--- src/hw/rtl/mlpq_pkg.sv ---
package mlpq_pkg;

    localparam int MAX_LEVELS_DEF  = 4;
    localparam int LEVEL_DEPTH_DEF = 16;
    localparam int VALUE_W         = 32;
    localparam int LEVEL_IN_W      = 3;
    localparam int LEVEL_OUT_W     = 2;
    localparam int CFG_LEVELS_W    = 3;
    localparam int NUM_LEVELS_W    = CFG_LEVELS_W + 1;
    localparam int APB_DATA_W      = 32;
    localparam int APB_ADDR_W      = 3;

    localparam logic [CFG_LEVELS_W-1:0] LEVELS_RESET = CFG_LEVELS_W'(4);

    typedef enum logic {
        REG_LEVELS_IN_USE = 1'b0,
        REG_UNUSED        = 1'b1
    } t_reg_idx;

    typedef enum logic {
        OP_ENQUEUE = 1'b0,
        OP_DEQUEUE = 1'b1
    } t_op;

    typedef enum logic [1:0] {
        ST_OK    = 2'd0,
        ST_RANGE = 2'd1,
        ST_EMPTY = 2'd2,
        ST_FULL  = 2'd3
    } t_status;

endpackage

--- src/hw/rtl/multi_level_priority_queue.sv ---
// Strict-priority queue with one FIFO of LEVEL_DEPTH words per level, up to MAX_LEVELS levels.
// An enqueue appends i_value to the FIFO of i_level when that level is below levels_in_use
// (capped at MAX_LEVELS) and the FIFO is not full. A dequeue pops the head of the
// lowest-numbered non-empty level in use. Every input transfer yields exactly one result
// transfer: o_status is ok, level out of range, queue empty or level full, and o_out_value /
// o_out_level are zero unless a dequeue succeeds. One item is taken per clock unless results
// stall. An input transfer reads the entry RAM and loads the stage-1 registers; the output
// register loads from them when free. Words in levels above a lowered levels_in_use are kept
// and become visible again when the count is raised. levels_in_use sits at APB byte address 0,
// resets to 4. The user writes it only while the queue is idle; the block does not enforce it.
module multi_level_priority_queue #(
    parameter int MAX_LEVELS  = mlpq_pkg::MAX_LEVELS_DEF,
    parameter int LEVEL_DEPTH = mlpq_pkg::LEVEL_DEPTH_DEF
) (
    input  logic                                 i_clk,
    input  logic                                 i_rst_n,

    input  logic                                 i_in_valid,
    output logic                                 o_in_ready,
    input  logic                                 i_operation,
    input  logic signed [mlpq_pkg::VALUE_W-1:0]  i_value,
    input  logic [mlpq_pkg::LEVEL_IN_W-1:0]      i_level,

    output logic                                 o_out_valid,
    input  logic                                 i_out_ready,
    output logic [1:0]                           o_status,
    output logic signed [mlpq_pkg::VALUE_W-1:0]  o_out_value,
    output logic [mlpq_pkg::LEVEL_OUT_W-1:0]     o_out_level,

    input  logic                                 psel,
    input  logic                                 penable,
    input  logic                                 pwrite,
    input  logic [mlpq_pkg::APB_ADDR_W-1:0]      paddr,
    input  logic [mlpq_pkg::APB_DATA_W-1:0]      pwdata,
    output logic [mlpq_pkg::APB_DATA_W-1:0]      prdata,
    output logic                                 pready
);

    import mlpq_pkg::*;

    localparam int LVL_W     = $clog2(MAX_LEVELS);
    localparam int IDX_W     = $clog2(LEVEL_DEPTH);
    localparam int CNT_W     = $clog2(LEVEL_DEPTH + 1);
    localparam int RAM_DEPTH = MAX_LEVELS * (2 ** IDX_W);
    localparam int ADDR_W    = $clog2(RAM_DEPTH);

    localparam logic [IDX_W-1:0]        IDX_LAST = IDX_W'(LEVEL_DEPTH - 1);
    localparam logic [CNT_W-1:0]        CNT_FULL = CNT_W'(LEVEL_DEPTH);
    localparam logic [NUM_LEVELS_W-1:0] N_MAX    = NUM_LEVELS_W'(MAX_LEVELS);

    function automatic logic [IDX_W-1:0] advance(input logic [IDX_W-1:0] idx);
        return (idx == IDX_LAST) ? '0 : idx + IDX_W'(1);
    endfunction

    function automatic logic found_ok_dequeue(input t_status st, input logic is_deq);
        return (st == ST_OK) && is_deq;
    endfunction

    logic [CFG_LEVELS_W-1:0] r_levels;
    logic [IDX_W-1:0]        r_head  [MAX_LEVELS];
    logic [IDX_W-1:0]        r_tail  [MAX_LEVELS];
    logic [CNT_W-1:0]        r_count [MAX_LEVELS];
    logic [IDX_W-1:0]        n_head  [MAX_LEVELS];
    logic [IDX_W-1:0]        n_tail  [MAX_LEVELS];
    logic [CNT_W-1:0]        n_count [MAX_LEVELS];

    logic                    r_s1_valid;
    t_status                 r_s1_status;
    logic [LVL_W-1:0]        r_s1_level;
    logic                    r_s1_deq;

    logic                    r_out_valid;
    t_status                 r_out_status;
    logic signed [VALUE_W-1:0] r_out_value;
    logic [LEVEL_OUT_W-1:0]  r_out_level;

    logic                    in_xfer;
    logic                    s1_advance;
    logic [NUM_LEVELS_W-1:0] eff_levels;
    logic [LVL_W-1:0]        enq_lvl;
    logic                    in_range;
    logic                    enq_full;
    logic                    found;
    logic [LVL_W-1:0]        deq_lvl;
    t_status                 n_status;
    logic                    enq_do;
    logic                    deq_do;
    logic [ADDR_W-1:0]       waddr;
    logic [ADDR_W-1:0]       raddr;
    logic [VALUE_W-1:0]      ram_rdata;
    logic                    cfg_write;

    assign pready    = 1'b1;
    assign cfg_write = psel && penable && pwrite && (t_reg_idx'(paddr[2]) == REG_LEVELS_IN_USE);
    assign prdata    = (t_reg_idx'(paddr[2]) == REG_LEVELS_IN_USE)
                     ? {{(APB_DATA_W - CFG_LEVELS_W){1'b0}}, r_levels} : '0;

    always_ff @(posedge i_clk) begin
        if (!i_rst_n) begin
            r_levels <= LEVELS_RESET;
        end else if (cfg_write) begin
            r_levels <= pwdata[CFG_LEVELS_W-1:0];
        end
    end

    assign s1_advance = !r_out_valid || i_out_ready;
    assign o_in_ready = !r_s1_valid || s1_advance;
    assign in_xfer    = i_in_valid && o_in_ready;

    always_comb begin
        eff_levels = ({1'b0, r_levels} > N_MAX) ? N_MAX : {1'b0, r_levels};
        enq_lvl    = i_level[LVL_W-1:0];
        in_range   = {1'b0, i_level} < eff_levels;
        enq_full   = r_count[enq_lvl] == CNT_FULL;
        found      = 1'b0;
        deq_lvl    = '0;
        for (int i = MAX_LEVELS - 1; i >= 0; i--) begin
            if ((NUM_LEVELS_W'(i) < eff_levels) && (r_count[i] != '0)) begin
                found   = 1'b1;
                deq_lvl = LVL_W'(i);
            end
        end
        if (t_op'(i_operation) == OP_ENQUEUE) begin
            if (!in_range) begin
                n_status = ST_RANGE;
            end else if (enq_full) begin
                n_status = ST_FULL;
            end else begin
                n_status = ST_OK;
            end
        end else begin
            n_status = found ? ST_OK : ST_EMPTY;
        end
        enq_do = in_xfer && (t_op'(i_operation) == OP_ENQUEUE) && in_range && !enq_full;
        deq_do = in_xfer && (t_op'(i_operation) == OP_DEQUEUE) && found;
        waddr  = {enq_lvl, r_tail[enq_lvl]};
        raddr  = {deq_lvl, r_head[deq_lvl]};
    end

    always_comb begin
        n_head  = r_head;
        n_tail  = r_tail;
        n_count = r_count;
        if (enq_do) begin
            n_tail[enq_lvl]  = advance(r_tail[enq_lvl]);
            n_count[enq_lvl] = r_count[enq_lvl] + CNT_W'(1);
        end
        if (deq_do) begin
            n_head[deq_lvl]  = advance(r_head[deq_lvl]);
            n_count[deq_lvl] = r_count[deq_lvl] - CNT_W'(1);
        end
    end

    always_ff @(posedge i_clk) begin
        if (!i_rst_n) begin
            for (int i = 0; i < MAX_LEVELS; i++) begin
                r_head[i]  <= '0;
                r_tail[i]  <= '0;
                r_count[i] <= '0;
            end
        end else begin
            r_head  <= n_head;
            r_tail  <= n_tail;
            r_count <= n_count;
        end
    end

    mlpq_ram #(
        .WIDTH (VALUE_W),
        .DEPTH (RAM_DEPTH)
    ) u_ram (
        .i_clk   (i_clk),
        .i_we    (enq_do),
        .i_waddr (waddr),
        .i_wdata (i_value),
        .i_re    (deq_do),
        .i_raddr (raddr),
        .o_rdata (ram_rdata)
    );

    always_ff @(posedge i_clk) begin
        if (!i_rst_n) begin
            r_s1_valid <= 1'b0;
        end else if (o_in_ready) begin
            r_s1_valid <= i_in_valid;
        end
    end

    always_ff @(posedge i_clk) begin
        if (in_xfer) begin
            r_s1_status <= n_status;
            r_s1_level  <= deq_lvl;
            r_s1_deq    <= t_op'(i_operation) == OP_DEQUEUE;
        end
    end

    always_ff @(posedge i_clk) begin
        if (!i_rst_n) begin
            r_out_valid <= 1'b0;
        end else if (s1_advance) begin
            r_out_valid <= r_s1_valid;
        end
    end

    always_ff @(posedge i_clk) begin
        if (s1_advance && r_s1_valid) begin
            r_out_status <= r_s1_status;
            if (found_ok_dequeue(r_s1_status, r_s1_deq)) begin
                r_out_value <= $signed(ram_rdata);
                r_out_level <= LEVEL_OUT_W'(r_s1_level);
            end else begin
                r_out_value <= '0;
                r_out_level <= '0;
            end
        end
    end

    assign o_out_valid = r_out_valid;
    assign o_status    = r_out_status;
    assign o_out_value = r_out_value;
    assign o_out_level = r_out_level;

endmodule

--- src/hw/rtl/mlpq_ram.sv ---
module mlpq_ram #(
    parameter int WIDTH = 32,
    parameter int DEPTH = 64
) (
    input  logic                     i_clk,
    input  logic                     i_we,
    input  logic [$clog2(DEPTH)-1:0] i_waddr,
    input  logic [WIDTH-1:0]         i_wdata,
    input  logic                     i_re,
    input  logic [$clog2(DEPTH)-1:0] i_raddr,
    output logic [WIDTH-1:0]         o_rdata
);

    logic [WIDTH-1:0] r_mem [DEPTH];
    logic [WIDTH-1:0] r_rdata;

    always_ff @(posedge i_clk) begin
        if (i_we) begin
            r_mem[i_waddr] <= i_wdata;
        end
        if (i_re) begin
            r_rdata <= r_mem[i_raddr];
        end
    end

    assign o_rdata = r_rdata;

endmodule

--- config.mk ---
export PLATFORM = sky130hd
export DESIGN_NAME = multi_level_priority_queue
export DESIGN_NICKNAME = d
export VERILOG_FILES = /design/src/hw/rtl/mlpq_pkg.sv /design/src/hw/rtl/multi_level_priority_queue.sv /design/src/hw/rtl/mlpq_ram.sv
export SDC_FILE = /design/constraint.sdc
export NUM_CORES = 2
export LEC_CHECK = 0
export BUFFER_PORTS_ARGS = -buffer_cell sky130_fd_sc_hd__buf_2
export CELL_PAD_IN_SITES_DETAIL_PLACEMENT = 1
export CELL_PAD_IN_SITES_GLOBAL_PLACEMENT = 1
export CORE_ASPECT_RATIO = 1.75
export CORE_MARGIN = 5
export CORE_UTILIZATION = 53
export CTS_BUF_LIST = sky130_fd_sc_hd__clkbuf_16
export CTS_CLUSTER_SIZE = 12
export DETAILED_ROUTE_END_ITERATION = 8
export GPL_ROUTABILITY_DRIVEN = 0
export GPL_TIMING_DRIVEN = 0
export PLACE_DENSITY = 0.81
export SLEW_MARGIN = 20
export SYNTH_ARGS = -nofsm -noshare
export SYNTH_HDL_FRONTEND = slang
export SYNTH_SLANG_ARGS = --single-unit
--- constraint.sdc ---
create_clock -name i_clk -period 9 [get_ports i_clk]
set_input_delay 1.35 -clock i_clk [delete_from_list [all_inputs] [get_ports i_clk]]
set_output_delay 1.35 -clock i_clk [all_outputs]
set_load 0.02 [all_outputs]
==> impl_results.rst <==
.. list-table::
   :header-rows: 1

   * - Metric
     - Value
   * - Top area cells in the synthesized netlist
     - edfxtp_1 74%, nand2_1 6.1%, and3_1 2.3%, a311oi_1 2.1%, a211oi_1 2.0%
   * - Detailed Place HPWL
     - 243000 um
   * - Final routed DRC violation total
     - 0
   * - Mean cell area of the mapped netlist
     - 14.1 um^2
   * - Height of the die
     - 545 um
   * - Synth cell types
     - 74
   * - Top achievable clock speed
     - 0.137 GHz
   * - Required time of the critical path
     - 9620 ps
   * - Share of cells above drive strength 1
     - 12.2%
   * - Slew @ Worst Pin
     - 1360 ps
   * - Synthesized area
     - 86600 um^2
   * - Number of primary I/O pins
     - 149
   * - Antenna-violating nets left
     - 0
   * - Starting density of the core
     - 53.2%
   * - Number of DRC violations after detailed-routing iteration 0
     - 9490
   * - Synth Instances
     - 6125
   * - Average routed wire per standard cell
     - 40.5 um
   * - Number of buffers on the longest clock path
     - 4
   * - Final hold violation count
     - 0
   * - Dpl ws
     - 1950 ps
   * - Die area
     - 172000 um^2
   * - Commonest cells post-synth
     - 2121 x edfxtp_1, 1411 x nand2_1, 327 x nand3_1
   * - Number of antenna violations at the first check in global routing
     - 23
   * - CTS hold repair buffers
     - 0
   * - Tightest slew margin relative to the limit
     - 8.59%
   * - Buffer count from post-CTS setup fixing
     - 0
   * - Maximum net fanout on the critical path
     - 11
   * - TritonCTS clock tree
     - built
   * - GRT Residual Overflow
     - 0
   * - Area of the core region
     - 163000 um^2
   * - Number of max-cap violations
     - 0
   * - Max-slew violation count
     - 0
   * - Gates resized, CTS repair
     - 0
   * - Count of standard-cell rows
     - 196
   * - First-pass GRT wire length
     - 488000 um
   * - Area of the multi-input gates
     - 20400 um^2
   * - Post-synthesis sequential element count
     - 2178
   * - Horizontal extent of the die
     - 316 um
   * - Setup repair after global routing missed its margin
     - no
   * - Minimum period implied by the final worst setup slack
     - 7290 ps
   * - Post-layout net count
     - 6660
   * - Run status
     - finished, final reports clean
   * - Worst endpoint data arrival time
     - 7910 ps
   * - Global Route Usage Sum
     - 40.8%
   * - Hold WS
     - 464 ps
   * - Number of clock sinks seen by CTS
     - 2178
   * - Number of enable flip-flop cells after synthesis
     - 2121
   * - Worst Slack Setup Final
     - 1710 ps
   * - Clock transition at the registers of the reported paths
     - 60 ps
   * - Critical path startpoint category
     - flip-flop
   * - Clock latency at the later pin of the worst-skew pair
     - 910 ps
   * - Worst min-delay path class
     - flip-flop to flip-flop
   * - Count of vias placed by the detailed router
     - 62500
   * - Total Wirelength
     - 358000 um
   * - Proportion of synthesized chip area in sequential cells
     - 74.9%
   * - Post-Route Skew
     - 61.9 ps
   * - Final setup violation count
     - 0
   * - First-pass detailed-route iteration total
     - 8
   * - Filler cell count
     - 15300
   * - Placement-stage cell area
     - 92900 um^2
   * - Via density per instance
     - 7.08
   * - H-tree levels
     - 4
   * - Number of buffers created by CTS
     - 211
   * - Proportion of synthesized flip-flops having asynchronous set or reset
     - 0%
   * - CTS Root Buffer Type
     - clkbuf_16
   * - Element type at the critical path end
     - flip-flop
   * - IO buf count
     - 85
   * - Via count of the first global-routing pass
     - 64800
   * - Most frequent cell after synthesis
     - edfxtp_1
   * - Leading area contributor after synthesis
     - edfxtp_1
   * - Maximum number of pins on one net before global-route repair
     - 65
   * - Area growth from synthesis to layout
     - 14.0%
   * - Yosys warning count
     - 0
   * - Ratio of final minimum period to clock period
     - 81.0%
   * - Leading register cell type out of synthesis
     - edfxtp_1
   * - Type of the worst setup path
     - flip-flop to flip-flop
   * - Area share of the leading cell type in the synthesized netlist
     - 73.6%
   * - FF/Latch Area
     - 64800 um^2
   * - Layout Cell Area excl Fill
     - 98700 um^2
[sequential cells by signal, indices dropped and copies added (netlist names)]
name,flops
o_out_level,2
o_out_valid,1
o_out_value,32
o_status,2
r_count,20
r_head,16
r_levels,3
r_s1_deq,1
r_s1_level,2
r_s1_status,2
r_s1_valid,1
r_tail,16
u_ram.o_rdata,32
u_ram.r_mem,2048
[cells in the final DEF (no fill, tap or decap), types with 42 or more instances in the layout]
| cell type | instances |
|---|---|
| o21ai_0 | 42 |
| clkbuf_1 | 183 |
| inv_1 | 75 |
| a31oi_1 | 99 |
| buf_2 | 217 |
| a311oi_1 | 182 |
| buf_12 | 55 |
| a21oi_1 | 152 |
| and3_1 | 316 |
| edfxtp_1 | 2121 |
| nor2_1 | 76 |
| buf_4 | 98 |
| nor2_4 | 63 |
| mux2i_1 | 138 |
| a211oi_1 | 222 |
| nand3_1 | 327 |
| nand2_1 | 1411 |
| dfxtp_1 | 57 |
| and2_1 | 42 |
| buf_1 | 43 |
| clkbuf_16 | 213 |
[through the flow]
stage               setup TNS [ps]  utilization [%]  cells
finish                           0             60.6   8840
floorplan                        0                -   6153
global placement           -106350             55.2   8416
CTS                              0             60.5   8819
global route                     0             60.6   8827
detailed placement               0             57.1   8535
[final timing paths]
check                     startpoint                          end  slack (ps)  cells past startpoint
max            r_count[1]$_SDFF_PN0_  u_ram.o_rdata[30]$_DFFE_PP_        1710                     15
min          r_tail[13]$_SDFFE_PN0P_      r_tail[13]$_SDFFE_PN0P_         460                      2
max reg2reg    r_count[1]$_SDFF_PN0_  u_ram.o_rdata[30]$_DFFE_PP_        1710                     15
min reg2reg  r_tail[13]$_SDFFE_PN0P_      r_tail[13]$_SDFFE_PN0P_         460                      2
[critical path, stage by stage, from the launching register on]
cell       delay (ps)
dfxtp_1           360
or4_1             570
o21ai_1           610
a21oi_4           140
buf_6             210
o211ai_4          550
nand2_4           260
inv_4             180
buf_6             180
buf_2             570
buf_2             560
buf_2             760
a311oi_1          200
a2111oi_1         910
o21ai_0           590
nand4b_1          320
[cell type report]
class | instances | area share, %
Inverter | 20 | 0.0786
Buffer | 451 | 2.19
Multi-Input combinational cell | 3504 | 20.7
Timing Repair Buffer | 209 | 2.85
Tap cell | 2178 | 2.76
Clock inverter | 71 | 0.337
Clock buffer | 213 | 5.40
Antenna cell | 16 | 0.0406
Sequential cell | 2178 | 65.7
[logic make-up (layout without fill, tap and decap cells)]
group | Yosys count | after routing | share of synthesized area [%]
multiplexers | 155 | 155 | 1.93
AND/OR/NAND/NOR | 2370 | 2370 | 12.3
XOR/XNOR | 8 | 8 | 0.0809
buffers and inverters | 471 | 964 | 2.57
adder cells (fa/ha/maj) | 7 | 7 | 0.101
flip-flops | 2178 | 2178 | 74.9
AO/OA/AOI/OAI | 934 | 934 | 8.10
other | 2 | 46 | 0.00868
[metal layers]
layer / up-vias / GRT usage (%) / wire [um]
met5: - / 0 / 70
met4: 10 / 41.3 / 47900
met3: 1917 / 10.3 / 37800
met2: 5427 / 67.0 / 170000
met1: 31000 / 41.1 / 102000
li1: 24200 / - / -
Power is left out: the tool's default activity adds up to more than one toggle a clock period on the data nets, which glitch-free logic cannot reach.
